**config.mk**
```make
export PLATFORM = sky130hd
export DESIGN_NAME = loted_entry_alu
export DESIGN_NICKNAME = d
export VERILOG_FILES = /design/src/hw/rtl/loted_pkg.sv /design/src/hw/rtl/loted_entry_alu.sv
export SDC_FILE = /design/constraint.sdc
export NUM_CORES = 1
export LEC_CHECK = 0
export BUFFER_PORTS_ARGS = -buffer_cell sky130_fd_sc_hd__clkbuf_2
export CAP_MARGIN = 20
export CORE_AREA = 2 2 188 190
export DETAILED_ROUTE_END_ITERATION = 8
export DIE_AREA = 0 0 190 192
export PLACE_DENSITY = 0.48
export SLEW_MARGIN = 10
export SYNTH_ARGS = -nofsm -noshare
export SYNTH_HDL_FRONTEND = slang
export SYNTH_SLANG_ARGS = --single-unit
```
**constraint.sdc**
```tcl
create_clock -name vclk -period 5.77
set_clock_uncertainty 0.1 [all_clocks]
set_input_delay 0.577 -clock vclk [all_inputs]
set_output_delay 0.577 -clock vclk [all_outputs]
set_load 0.005 [all_outputs]
```
**src/hw/rtl/loted_pkg.sv**
```systemverilog
// Shared types, constants and codes of the line offset table editor.
package loted_pkg;

  localparam int unsigned MAX_LINES = 1024;
  localparam int unsigned IDX_W     = $clog2(MAX_LINES);
  localparam int unsigned CNT_W     = IDX_W + 1;
  localparam int unsigned POS_W     = 32;
  localparam int unsigned ID_W      = 32;
  localparam logic [7:0]  NEWLINE   = 8'd10;

  typedef enum logic [1:0] {
    CMD_INSERT = 2'd0,
    CMD_BACK   = 2'd1,
    CMD_FWD    = 2'd2,
    CMD_LOCATE = 2'd3
  } cmd_e;

  typedef enum logic [1:0] {
    STS_OK    = 2'd0,
    STS_FULL  = 2'd1,
    STS_NOMRG = 2'd2
  } status_e;

  typedef enum logic [2:0] {
    K_INS,
    K_DEL,
    K_SPLIT,
    K_JOIN_BK,
    K_JOIN_FW
  } kind_e;

  typedef enum logic [3:0] {
    ST_INIT,
    ST_IDLE,
    ST_SRCH,
    ST_SRCH_W,
    ST_DECIDE,
    ST_AUX,
    ST_SWP,
    ST_HEAD,
    ST_NEWL,
    ST_REP
  } state_e;

  typedef struct packed {
    logic [POS_W-1:0] start_off;
    logic [POS_W-1:0] end_off;
    logic [ID_W-1:0]  ident;
    logic [ID_W-1:0]  version;
    logic             dirty;
  } entry_t;

  typedef struct packed {
    kind_e kind;
    logic  head;
  } alu_ctl_t;

  localparam entry_t RESET_ENTRY = '{start_off: '0, end_off: '0, ident: ID_W'(1),
                                     version: '0, dirty: 1'b0};

endpackage

```
**src/hw/rtl/loted_entry_alu.sv**
```systemverilog
// Entry update arithmetic for the shift sweep and for the edited line.
module loted_entry_alu (
  input  loted_pkg::alu_ctl_t         ctl_i,
  input  loted_pkg::entry_t           ent_i,
  input  logic [loted_pkg::POS_W-1:0] pos_i,
  input  logic [loted_pkg::POS_W-1:0] aux_end_i,
  input  logic [loted_pkg::ID_W-1:0]  nident_i,
  output loted_pkg::entry_t           wr_o,
  output loted_pkg::entry_t           newl_o
);
  import loted_pkg::*;

  logic up, bump;

  assign up   = (ctl_i.kind == K_INS) || (ctl_i.kind == K_SPLIT);
  assign bump = (ctl_i.kind == K_SPLIT) || (ctl_i.kind == K_JOIN_BK) ||
                (ctl_i.kind == K_JOIN_FW);

  always_comb begin
    wr_o = ent_i;
    if (!ctl_i.head) begin
      wr_o.start_off = up ? ent_i.start_off + POS_W'(1) : ent_i.start_off - POS_W'(1);
      wr_o.end_off   = up ? ent_i.end_off + POS_W'(1) : ent_i.end_off - POS_W'(1);
      wr_o.version   = ent_i.version + (bump ? ID_W'(1) : ID_W'(0));
    end else begin
      wr_o.version = ent_i.version + ID_W'(1);
      case (ctl_i.kind)
        K_INS: wr_o.end_off = ent_i.end_off + POS_W'(1);
        K_DEL: wr_o.end_off = ent_i.end_off - POS_W'(1);
        K_SPLIT: begin
          wr_o.end_off = pos_i + POS_W'(1);
          wr_o.dirty   = 1'b1;
        end
        K_JOIN_BK, K_JOIN_FW: begin
          wr_o.end_off = aux_end_i - POS_W'(1);
          wr_o.dirty   = 1'b1;
        end
        default: wr_o = ent_i;
      endcase
    end
  end

  // The line created by a split starts right after the newline.
  always_comb begin
    newl_o.start_off = pos_i + POS_W'(1);
    newl_o.end_off   = ent_i.end_off + POS_W'(1);
    newl_o.ident     = nident_i;
    newl_o.version   = '0;
    newl_o.dirty     = 1'b1;
  end

endmodule

```
======== Word-level counts from Yosys, hierarchy flattened ========
Index checks and enable logic that the tools add are counted.
storage, ports and cells
  bits in registers ....................... 0
  logic and storage cells ................. 28
cells by class
  add/subtract/negate cells ............... 8
  equality and inequality tests ........... 4
  multiplexer cells ....................... 9
  reductions and logical operators ........ 7
operators with widths
  cell                   count
  $add 32x1->32 const B  4
  $mux 32                4
  $pmux 32 s4            1
  $sub 32x1->32 const B  3
  $mux 64                1
  $add 32x1->32          1
  $eq 3x2->1 const B     2
  $reduce_or 5->1        1
  $eq 3x1->1 const B     1
  $eq 3x3->1 const B     1
  $logic_not 3->1        1
  $logic_or 1x1->1       3
  $mux 1                 3
  $reduce_or 3->1        1
  $reduce_or 2->1        1

======== Depth between registers and ports, before layout ========
Gate-level depths: netlist of run 1.
  word-level depth ........................ 6
  mapped depth ............................ 16
  depth with buffers taken out ............ 13

======== Worst setup path after synthesis of run 1 ========
OpenSTA, ideal clock, no wires.
  kind .................................... input-to-output
  start ................................... input port ctl_i[1] (netlist bit)
  end ..................................... output port wr_o[127] (netlist bit)
  arrival ................................. 4723 ps
  data required time ...................... 5093 ps
  setup slack ............................. 370 ps
  stages on the path ...................... 16
  buffers on the path ..................... 4
  path through ............................ clkbuf_1 > nor2_1 > inv_1 > clkbuf_1 > buf_1 > ha_1 > clkbuf_1 > a21oi_1 > o21ai_0 > a2111oi_0 > o21ai_0 > o31a_1 > o211a_1 > a311oi_1 > or4b_2 > nand4_1
RTL lines
  item                line                  source
  start: declaration  loted_entry_alu.sv:3  input loted_pkg::alu_ctl_t ctl_i,
  end: declaration    loted_entry_alu.sv:8  output loted_pkg::entry_t wr_o,

==> results of run 1 <==
-- logic make-up (layout without fill, tap and decap cells) --
kind of cell	count (synthesis)	in the layout	share of synthesized area [%]
AO/OA/AOI/OAI	324	324	26.9
XOR/XNOR	168	168	19.1
adder cells (fa/ha/maj)	38	38	6.27
buffers and inverters	205	375	15.1
multiplexers	8	8	1.20
other	2	34	0.0975
AND/OR/NAND/NOR	497	497	31.4
-- power by group --
| part | switching (mW) | total [mW] | internal (mW) |
|---|---|---|---|
| logic | 0.461 | 0.759 | 0.298 |
| registers | 0 | 0 | 0 |
| clock network | 0 | 0.0000000233 | 0.0000000233 |
| total | 0.461 | 0.759 | 0.298 |
-- worst max-delay path: cells and delay by family --
kind / cells / cell delay, ns
compound gates: 7 / 1.53
simple gates: 3 / 0.95
fa+ha+maj: 1 / 0.50
buf+inv: 3 / 0.55
-- worst max path at each step --
stage,cells after the start,to,start
2_1_floorplan,16,wr_o[127],ctl_i[1]
3_3_place_gp,14,wr_o[127],ctl_i[1]
3_5_place_dp,14,wr_o[127],ctl_i[1]
4_1_cts,14,wr_o[127],ctl_i[1]
5_1_grt,14,wr_o[127],ctl_i[1]
6_report,14,wr_o[127],ctl_i[1]
-- stage by stage --
| stage | util [%] | hold WS, ns | setup WS (ns) | instance area, µm² | instances |
|---|---|---|---|---|---|
| finish | 26.6 | 1.05 | 0.973 | 9130 | 1899 |
| global route | 26.6 | 1.05 | 0.622 | 9130 | 1899 |
| CTS | 26.6 | 1.05 | 0.979 | 9130 | 1898 |
| detailed placement | 26.6 | 1.05 | 0.994 | 9130 | 1898 |
| global placement | 26.6 | 1.05 | 1.03 | 9130 | 1898 |
| floorplan | - | 1.08 | 0.370 | 7820 | 1273 |
-- area by class of cell --
cell class	instances	area (µm²)	share of cell area, %
inverter	30	113	1.23
timing repair buffer	345	1780	19.5
tap	455	569	6.24
multi-input combinational	1068	6670	73.0
antenna	1	2.50	0.0274
-- routing by layer --
metal	share of wire [%]	track usage [%]
met1	43	25.3
met2	47	32.5
met3	8.3	3.20
met4	1.9	3.61
met5	0.035	0
-- synthesized netlist by cell type, types with 11 or more instances --
master | instances | area (µm²)
inv_1 | 29 | 109
nand2_1 | 164 | 616
nor2b_1 | 12 | 75.1
a21oi_1 | 74 | 370
a211oi_1 | 17 | 128
o21ai_0 | 93 | 465
buf_4 | 99 | 743
xor2_1 | 66 | 578
nor2_1 | 105 | 394
ha_1 | 37 | 463
nor3_1 | 32 | 160
o21a_1 | 11 | 82.6
o221ai_1 | 11 | 96.3
clkbuf_1 | 65 | 244
a31oi_1 | 16 | 100
and4_1 | 11 | 96.3
nand3_1 | 59 | 295
nand4_1 | 25 | 156
and3_1 | 23 | 144
xnor2_1 | 102 | 893
o211ai_1 | 17 | 128
a21o_1 | 11 | 82.6
nor4_1 | 17 | 106
==> insert_results.sql, run 1 <==
INSERT INTO impl_metrics (metric_group, metric, value, unit) VALUES
('global_routing', 'grt_antenna_before_repair', '2', ''),
('detailed_routing', 'detail_route.wirelength', '37.3', 'mm'),
('die', 'io-pin-count', '487', ''),
('die', 'design.die.area', '36500', 'µm²'),
('detailed_routing', 'route.detailed.vias_per_inst', '5.14', ''),
('final_layout', 'layout_commonest_cell', 'clkbuf_2', ''),
('final_layout', 'nets', '1712', ''),
('job', 'maxCapViolations', '0', ''),
('hold_path', 'worst_hold_path.num_cells', '0', ''),
('placed_design', 'port_buffers', '326', ''),
('power_and_ir_drop', 'power_density', '83.1', 'nW/µm²'),
('timing', 'timing.max_slew.rel_slack', '42.1', '%'),
('synth', 'ys_types', '78', ''),
('setup_path', 'cp.required', '5.09', 'ns'),
('setup_path', 'setup.worst_path.class', 'in -> out', ''),
('timing', 'post-route-period-util', '83.1', '%'),
('clocking', 'post-cts-setup-buffer-count', '0', ''),
('timing', 'final_max_slew_viol_count', '0', ''),
('synth', 'yosysWarningCount', '0', ''),
('power_and_ir_drop', 'total_power', '0.759', 'mW'),
('final_layout', 'post_route_cells_drive_above_1_share', '25.1', '%'),
('global_routing', 'grtUsageTotal', '19.1', '%'),
('detailed_routing', 'drt_drc_violations_left', '0', ''),
('synth', 'netlist_area', '7710', 'µm²'),
('setup_path', 'critical-path-max-stage-delay', '0.62', 'ns'),
('die', 'die_ht', '192', 'µm'),
('timing', 'final_total_negative_setup_slack', '0', 'ns'),
('timing', 'fmaxAchievable', '208', 'MHz'),
('placed_design', 'dp_hpwl', '30.9', 'mm'),
('detailed_routing', 'detail_route.first_pass.iterations', '5', ''),
('timing', 'finalSetupViolations', '0', ''),
('final_layout', 'n_clock_buffer', '0', ''),
('power_and_ir_drop', 'worst_ir_drop_vdd', '0.0327', 'mV'),
('global_routing', 'largest_net_degree_at_the_start_of_global_routing', '72', ''),
('die', 'floorplan.initialDensity', '22.5', '%'),
('setup_path', 'critical_path_arrival', '4.12', 'ns'),
('die', 'core-area', '34300', 'µm²'),
('global_routing', 'grt_first_pass_wirelength', '54.7', 'mm'),
('setup_path', 'worstSetupEndpointType', 'output pin', ''),
('status', 'run_status', 'finished, final reports clean', ''),
('hold_path', 'whs_endpoint', 'newl_o[35]', ''),
('global_routing', 'globalRoute.totalOverflow', '0', ''),
('synth', 'average_cell_area_after_synthesis', '6.20', 'µm²'),
('detailed_routing', 'drt_iter0_drc', '698', ''),
('setup_path', 'crit_path_max_fanout', '34', ''),
('setup_path', 'critPathMostFrequentCell', 'clkbuf_2', ''),
('synth', 'number_of_instances_in_the_synthesized_netlist', '1242', ''),
('final_layout', 'register_area', '0', 'µm²'),
('final_layout', 'final_cell_mix', '325 x clkbuf_2, 164 x nand2_1, 104 x nor2_1, 102 x xnor2_1, 93 x o21ai_0', ''),
('placed_design', 'gp_routability_congestion', '0.894', ''),
('power_and_ir_drop', 'leakage', '3.97', 'nW'),
('timing', 'hold_violations', '0', ''),
('die', 'die_width', '190', 'µm'),
('clocking', 'holdBufCountCts', '0', ''),
('detailed_routing', 'antenna_left', '0', ''),
('timing', 'grt_setup_unrepaired', 'no', ''),
('setup_path', 'critPathLaunchType', 'input port', ''),
('synth', 'synth_seq_area_share', '0', '%'),
('final_layout', 'area_growth', '18.5', '%'),
('timing', 'period_minus_slack', '4.80', 'ns'),
('setup_path', 'path_cells', 'clkbuf_2 -> nor2_4 -> inv_2 -> ha_1 -> o211ai_1 -> a21oi_1 -> o21ai_0 -> a211oi_1 -> o31a_1 -> o211a_1 -> a311oi_1 -> or4b_2 -> nand4_1 -> clkbuf_2', ''),
('detailed_routing', 'routedWlPerCell', '19.6', 'µm'),
('setup_path', 'critical-path-slowest-cell', 'or4b_2', ''),
('final_layout', 'num-fill-cells', '3994', ''),
('hold_path', 'hold_start', 'nident_i[2]', ''),
('final_layout', 'seq_cells', '0', ''),
('global_routing', 'via_count_of_the_first_global_routing_pass', '9137', ''),
('timing', 'worst-slew-pin-transition', '0.863', 'ns'),
('die', 'num_rows', '68', ''),
('detailed_routing', 'detailroute.via_count', '9754', ''),
('clocking', 'postCtsResizedCells', '0', ''),
('hold_path', 'timing.hold.worst.class', 'in -> out', '');
(Power assumes the default switching activity.)
==> run 2, diff against run 1 <==
--- a/config.mk
+++ b/config.mk
@@ -5,12 +5,13 @@
 export SDC_FILE = /design/constraint.sdc
 export NUM_CORES = 1
 export LEC_CHECK = 0
+export ABC_AREA = 1
 export BUFFER_PORTS_ARGS = -buffer_cell sky130_fd_sc_hd__clkbuf_2
 export CAP_MARGIN = 20
-export CORE_AREA = 2 2 188 190
+export CORE_AREA = 2 2 189 191
 export DETAILED_ROUTE_END_ITERATION = 8
-export DIE_AREA = 0 0 190 192
-export PLACE_DENSITY = 0.48
+export DIE_AREA = 0 0 191 193
+export PLACE_DENSITY = 0.52
 export SLEW_MARGIN = 10
 export SYNTH_ARGS = -nofsm -noshare
 export SYNTH_HDL_FRONTEND = slang
==> constraint.sdc (replaced) <==
create_clock -name vclk -period 4.91
set_clock_uncertainty 0.1 [all_clocks]
set_input_delay 0.491 -clock vclk [all_inputs]
set_output_delay 0.491 -clock vclk [all_outputs]
set_load 0.005 [all_outputs]
==> run 2 against run 1 <==
Compared with the run above: total power up 30%; die area rose by 1.0%; sequential share of layout area did not move; cell count is 37% higher; wire length is 23% higher; global-route usage increased by 4.6 points; first-iteration DRC count up 37%; area after synthesis grew 22%.
==> insert_results.sql, run 2 <==
INSERT INTO impl_metrics (metric_group, metric, value, unit) VALUES
('status', 'run_status', 'finished, final reports clean', ''),
('power_and_ir_drop', 'power.sequential.fraction', '0', '%'),
('timing', 'finalSetupViolations', '0', ''),
('detailed_routing', 'routedWlPerCell', '17.6', 'µm'),
('placed_design', 'port_buffers', '326', ''),
('synth', 'number_of_instances_in_the_synthesized_netlist', '1920', ''),
('detailed_routing', 'drt_iter0_drc', '955', ''),
('synth', 'yosysWarningCount', '0', ''),
('global_routing', 'largest_net_degree_at_the_start_of_global_routing', '79', ''),
('synth', 'post_synth_fa_ha_maj_area_fraction', '5.16', '%'),
('hold_path', 'hold_start', 'nident_i[2]', ''),
('synth', 'netlist_area', '9370', 'µm²'),
('timing', 'fmaxAchievable', '271', 'MHz'),
('clocking', 'postCtsResizedCells', '0', ''),
('global_routing', 'grt_first_pass_wirelength', '68.2', 'mm'),
('placed_design', 'dpl-instance-area', '10800', 'µm²'),
('final_layout', 'post_route_cells_drive_above_1_share', '18.2', '%'),
('synth', 'netlist.top_cell.by_area', 'nand2_1', ''),
('power_and_ir_drop', 'clock_power_share', '0', '%'),
('timing', 'worst-slew-pin-transition', '0.866', 'ns'),
('die', 'num_rows', '69', ''),
('final_layout', 'area_growth', '14.8', '%'),
('die', 'die_ht', '193', 'µm'),
('final_layout', 'num-fill-cells', '4216', ''),
('setup_path', 'cp.required', '4.32', 'ns'),
('power_and_ir_drop', 'power_density', '91.8', 'nW/µm²'),
('timing', 'final_total_negative_setup_slack', '0', 'ns'),
('power_and_ir_drop', 'comb_power_share', '100.0', '%'),
('die', 'design.die.area', '36900', 'µm²'),
('hold_path', 'worst_hold_path.num_cells', '0', ''),
('clocking', 'post-cts-setup-buffer-count', '0', ''),
('die', 'die_width', '191', 'µm'),
('final_layout', 'final_cell_mix', '697 x nand2_1, 325 x clkbuf_2, 313 x nor2_1, 152 x inv_1, 142 x nand3_1', ''),
('die', 'core-area', '35000', 'µm²'),
('global_routing', 'grt_antenna_before_repair', '1', ''),
('timing', 'post-route-period-util', '75.1', '%'),
('synth', 'post_synth_and_or_nand_nor_area_fraction', '56.7', '%'),
('detailed_routing', 'drt_drc_violations_left', '0', ''),
('placed_design', 'gp_routability_congestion', '0.967', ''),
('hold_path', 'whs_endpoint', 'newl_o[35]', ''),
('job', 'maxCapViolations', '0', ''),
('final_layout', 'nets', '2406', ''),
('placed_design', 'dp_hpwl', '39.0', 'mm'),
('detailed_routing', 'detailroute.via_count', '13000', ''),
('final_layout', 'layout_commonest_cell', 'nand2_1', ''),
('global_routing', 'grtUsageTotal', '23.7', '%'),
('final_layout', 'fin_area', '10800', 'µm²'),
('synth', 'yosys.area_share.xor_xnor', '7.75', '%'),
('setup_path', 'setup.worst_path.class', 'in -> out', ''),
('final_layout', 'register_area', '0', 'µm²'),
('global_routing', 'globalRoute.totalOverflow', '0', ''),
('setup_path', 'worstSetupEndpointType', 'output pin', ''),
('power_and_ir_drop', 'p_sw', '0.646', 'mW'),
('synth', 'yosys.area.top_type_share', '27.9', '%'),
('power_and_ir_drop', 'switching_share', '65.4', '%'),
('detailed_routing', 'detail_route.wirelength', '45.7', 'mm'),
('die', 'floorplan.initialDensity', '26.8', '%'),
('timing', 'hold_violations', '0', ''),
('synth', 'synth_compound_area_share', '13.0', '%'),
('die', 'io-pin-count', '487', ''),
('power_and_ir_drop', 'internal_power', '0.341', 'mW'),
('synth', 'synth_top_family_by_area', 'simple AND/OR/NAND/NOR gates', ''),
('detailed_routing', 'detail_route.first_pass.iterations', '5', ''),
('global_routing', 'via_count_of_the_first_global_routing_pass', '12000', ''),
('timing', 'final_max_slew_viol_count', '0', ''),
('synth', 'average_cell_area_after_synthesis', '4.88', 'µm²'),
('synth', 'synth.most_common_cell', 'nand2_1', ''),
('synth', 'post_synth_mux_area_share', '0.107', '%'),
('final_layout', 'n_clock_buffer', '0', ''),
('power_and_ir_drop', 'leakage', '5.45', 'nW'),
('setup_path', 'critical_path.startpoint', 'ctl_i[1]', ''),
('setup_path', 'critPathLaunchType', 'input port', ''),
('power_and_ir_drop', 'worst_ir_drop_vdd', '0.0302', 'mV'),
('timing', 'grt_setup_unrepaired', 'no', ''),
('timing', 'timing.max_slew.rel_slack', '42.2', '%'),
('synth', 'ys_types', '48', ''),
('timing', 'period_minus_slack', '3.69', 'ns'),
('synth', 'synth_area_leaders', 'nand2_1 28%, nor2_1 13%, buf_4 8.0%, nand3_1 7.6%, inv_1 6.1%', ''),
('setup_path', 'critical_path_arrival', '3.09', 'ns'),
('clocking', 'holdBufCountCts', '0', ''),
('setup_path', 'crit_path_max_fanout', '22', ''),
('synth', 'post_synth_most_frequent_cells', '697 x nand2_1, 314 x nor2_1, 152 x inv_1, 142 x nand3_1, 100 x buf_4', ''),
('detailed_routing', 'route.detailed.vias_per_inst', '4.99', ''),
('detailed_routing', 'antenna_left', '0', ''),
('hold_path', 'timing.hold.worst.class', 'in -> out', ''),
('final_layout', 'seq_cells', '0', ''),
('synth', 'synth_seq_area_share', '0', '%');
==> run 2: cell types whose count changed after synthesis, moves of 16 or more <==
cell	before	now
nor2_1	105	314
a211oi_1	17	1
o21bai_1	2	19
a31oi_1	16	0
inv_1	29	152
nand2_1	164	697
clkbuf_1	65	16
xnor2_1	102	23
nor2_2	0	18
nand3_1	59	142
buf_2	2	22
and3_1	23	0
==> run 2: power by group through the flow <==
stage               combinational (mW)  sequential, mW    clock [mW]
global placement                 0.975               0             0
floorplan                        0.615               0             0
global route                      1.10               0             0
detailed placement               0.976               0             0
finish                           0.987               0  0.0000000275
CTS                              0.980               0             0
==> run 2: layout make-up <==
cell class / count / area (µm²) / area share, %
Antenna cell: 1 / 2.50 / 0.0233
Multi-Input combinational cell: 1643 / 7880 / 73.2
Timing Repair Buffer: 336 / 1710 / 15.9
Tap cell: 461 / 577 / 5.36
Inverter: 158 / 593 / 5.51
==> run 2: how the worst max path moves through the flow <==
stage          slack, ns   endpoint
5_1_grt             0.89   wr_o[25]
2_1_floorplan       1.20  wr_o[111]
3_3_place_gp        1.26  wr_o[126]
6_report            1.22   wr_o[25]
4_1_cts             1.18   wr_o[25]
3_5_place_dp        1.18   wr_o[25]
==> run 2: cells by family after synthesis <==
logic type | count (synthesis)
buffers and inverters | 308
AO/OA/AOI/OAI | 210
adder cells (fa/ha/maj) | 38
AND/OR/NAND/NOR | 1279
other | 2
multiplexers | 1
XOR/XNOR | 82
==> run 2: critical path, stage by stage <==
cell      delay [ns]
clkbuf_2        0.15
o21ai_4         0.16
nand2_1         0.26
inv_1           0.12
buf_4           0.26
nor2_1          0.13
inv_1           0.07
ha_1            0.17
ha_1            0.15
nor2_1          0.06
inv_1           0.07
nand2_2         0.09
nor2_2          0.17
nand2_1         0.12
nor3_2          0.18
nand2_1         0.12
xor2_1          0.18
clkbuf_2        0.14
==> run 2: layer usage <==
layer | wire length [µm] | track usage [%] | vias up
met1 | 20600 | 32.7 | 5879
li1 | - | - | 6456
met2 | 20100 | 38.6 | 543
met4 | 1540 | 6.86 | 2
met5 | 9 | 0 | -
met3 | 3500 | 2.70 | 78
==> run 2: through the flow <==
step	total power, mW	hold WS, ns	cells	util, %	setup WS [ns]
after CTS	0.980	0.882	2598	30.7	1.18
after global placement	0.975	0.882	2598	30.7	1.26
final	0.987	0.882	2599	30.8	1.22
after floorplan	0.615	0.924	1951	-	1.20
after global routing	1.10	0.882	2598	30.7	0.890
after detailed placement	0.976	0.882	2598	30.7	1.18
==> run 3, diff against run 2 <==
==> constraint.sdc (replaced) <==
create_clock -name vclk -period 3.8
set_clock_uncertainty 0.1 [all_clocks]
set_input_delay 0.38 -clock vclk [all_inputs]
set_output_delay 0.38 -clock vclk [all_outputs]
set_load 0.005 [all_outputs]
==> run 3 against run 2 <==
Compared with the run above: count of clock-buffer cells in the layout stayed put; cell count is 0.19% higher; via count shrank 0.24%; critical path depth is 3 lower; setup slack worse by 0.75 ns; critical endpoint is now wr_o[119]; sequential share of layout area unchanged.
==> insert_results.sql, run 3 (synthesis gave the netlist of run 2 again) <==
INSERT INTO impl_metrics (metric_group, metric, value, unit) VALUES
('job', 'maxCapViolations', '0', ''),
('timing', 'fmaxAchievable', '300', 'MHz'),
('global_routing', 'via_count_of_the_first_global_routing_pass', '12200', ''),
('global_routing', 'grtUsageTotal', '23.8', '%'),
('power_and_ir_drop', 'leakage', '5.47', 'nW'),
('placed_design', 'placement_stage_worst_setup_slack', '0.493', 'ns'),
('die', 'core-area', '35000', 'µm²'),
('detailed_routing', 'routedWlPerCell', '17.7', 'µm'),
('setup_path', 'setup.worst_path.class', 'in -> out', ''),
('setup_path', 'critical-path-slowest-cell', 'ha_1', ''),
('timing', 'postLayoutSetupSlackWorst', '0.470', 'ns'),
('timing', 'final_max_slew_viol_count', '0', ''),
('final_layout', 'layout_commonest_cell', 'nand2_1', ''),
('placed_design', 'dp_hpwl', '39.6', 'mm'),
('global_routing', 'globalRoute.totalOverflow', '0', ''),
('detailed_routing', 'wl_met1', '20.7', 'mm'),
('setup_path', 'critical-path-max-stage-delay', '0.44', 'ns'),
('die', 'floorplan.initialDensity', '26.8', '%'),
('detailed_routing', 'antenna_left', '0', ''),
('placed_design', 'port_buffers', '326', ''),
('die', 'die_ht', '193', 'µm'),
('final_layout', 'area_growth', '15.2', '%'),
('setup_path', 'critical_path_arrival', '2.85', 'ns'),
('timing', 'finalSetupViolations', '0', ''),
('final_layout', 'post_route_cells_drive_above_1_share', '18.4', '%'),
('clocking', 'post-cts-setup-buffer-count', '0', ''),
('setup_path', 'timing.critical_path.buf_inv', '3', ''),
('status', 'run_status', 'finished, final reports clean', ''),
('timing', 'holdWs', '0.660', 'ns'),
('final_layout', 'final_cell_mix', '697 x nand2_1, 325 x clkbuf_2, 313 x nor2_1, 152 x inv_1, 142 x nand3_1', ''),
('setup_path', 'worstSetupEndpointType', 'output pin', ''),
('hold_path', 'timing.hold.worst.class', 'in -> out', ''),
('final_layout', 'fin_area', '10800', 'µm²'),
('power_and_ir_drop', 'power_density', '119', 'nW/µm²'),
('detailed_routing', 'detail_route.first_pass.iterations', '7', ''),
('setup_path', 'crit_path_max_fanout', '17', ''),
('timing', 'hold_violations', '0', ''),
('final_layout', 'register_area', '0', 'µm²'),
('setup_path', 'critPathLaunchType', 'input port', ''),
('detailed_routing', 'wl_met3', '3.41', 'mm'),
('die', 'design.die.area', '36900', 'µm²'),
('detailed_routing', 'detailroute.via_count', '12900', ''),
('setup_path', 'worst_path_dominant_cell_family', 'simple AND/OR/NAND/NOR gates', ''),
('setup_path', 'path_cells', 'clkbuf_2 -> nor2_4 -> inv_2 -> ha_1 -> nand2_1 -> o21ai_0 -> nand2_1 -> nand2_1 -> nand3_1 -> nand2_1 -> nand2_1 -> nand3b_1 -> nand3_1 -> nand2_1 -> clkbuf_2', ''),
('global_routing', 'grt_antenna_before_repair', '1', ''),
('final_layout', 'fin_cells', '2604', ''),
('timing', 'post-route-period-util', '87.6', '%'),
('detailed_routing', 'drt_iter0_drc', '957', ''),
('detailed_routing', 'route.detailed.vias_per_inst', '4.96', ''),
('detailed_routing', 'route.top_layer_used', 'met5', ''),
('detailed_routing', 'drt_drc_violations_left', '0', ''),
('final_layout', 'n_clock_buffer', '0', ''),
('detailed_routing', 'detailroute.wirelength.met2', '19.9', 'mm'),
('setup_path', 'cp.required', '3.32', 'ns'),
('timing', 'timing.max_slew.rel_slack', '41.7', '%'),
('timing', 'grt_setup_unrepaired', 'no', ''),
('placed_design', 'gp_routability_congestion', '0.984', ''),
('final_layout', 'nets', '2411', ''),
('timing', 'period_minus_slack', '3.33', 'ns'),
('clocking', 'postCtsResizedCells', '0', ''),
('clocking', 'holdBufCountCts', '0', ''),
('timing', 'worst-slew-pin-transition', '0.865', 'ns'),
('placed_design', 'dpl-instance-area', '10800', 'µm²'),
('die', 'die_width', '191', 'µm'),
('global_routing', 'grt_first_pass_wirelength', '68.2', 'mm'),
('global_routing', 'largest_net_degree_at_the_start_of_global_routing', '79', ''),
('power_and_ir_drop', 'total_power', '1.28', 'mW'),
('die', 'io-pin-count', '487', ''),
('setup_path', 'critPathMostFrequentCell', 'nand2_1', ''),
('final_layout', 'seq_cells', '0', ''),
('power_and_ir_drop', 'worst_ir_drop_vdd', '0.0496', 'mV'),
('final_layout', 'post-route-util', '30.9', '%'),
('die', 'num_rows', '69', ''),
('timing', 'final_total_negative_setup_slack', '0', 'ns'),
('placed_design', 'dp_cells', '2603', ''),
('detailed_routing', 'detail_route.wirelength', '46.0', 'mm');
-- run 3: final cells by class --
cell class / instances / area [µm²]
antenna: 1 / 2.50
fill: 4218 / 24200
inverter: 158 / 593
multi-input combinational: 1643 / 7880
tap: 461 / 577
timing repair buffer: 341 / 1740
-- run 3: power by group --
group	switching [mW]	total (mW)	internal, mW	leakage [nW]
combinational	0.840	1.28	0.444	5.47
clock	0	0.0000000354	0.0000000354	0.00000634
sequential	0	0	0	0
total	0.840	1.28	0.444	5.47
-- run 3: path summary, 6_finish.rpt --
kind | startpoint | endpoint | depth (start not counted)
worst min-delay path | nident_i[2] | newl_o[35] | 0
worst max-delay path | ctl_i[1] | wr_o[119] | 15
-- run 3: per-layer routing --
layer / GRT usage, % / vias to the layer above
li1: - / 6464
met1: 32.0 / 5825
met2: 38.0 / 526
met3: 3.64 / 110
met4: 9.63 / 2
met5: 0 / -
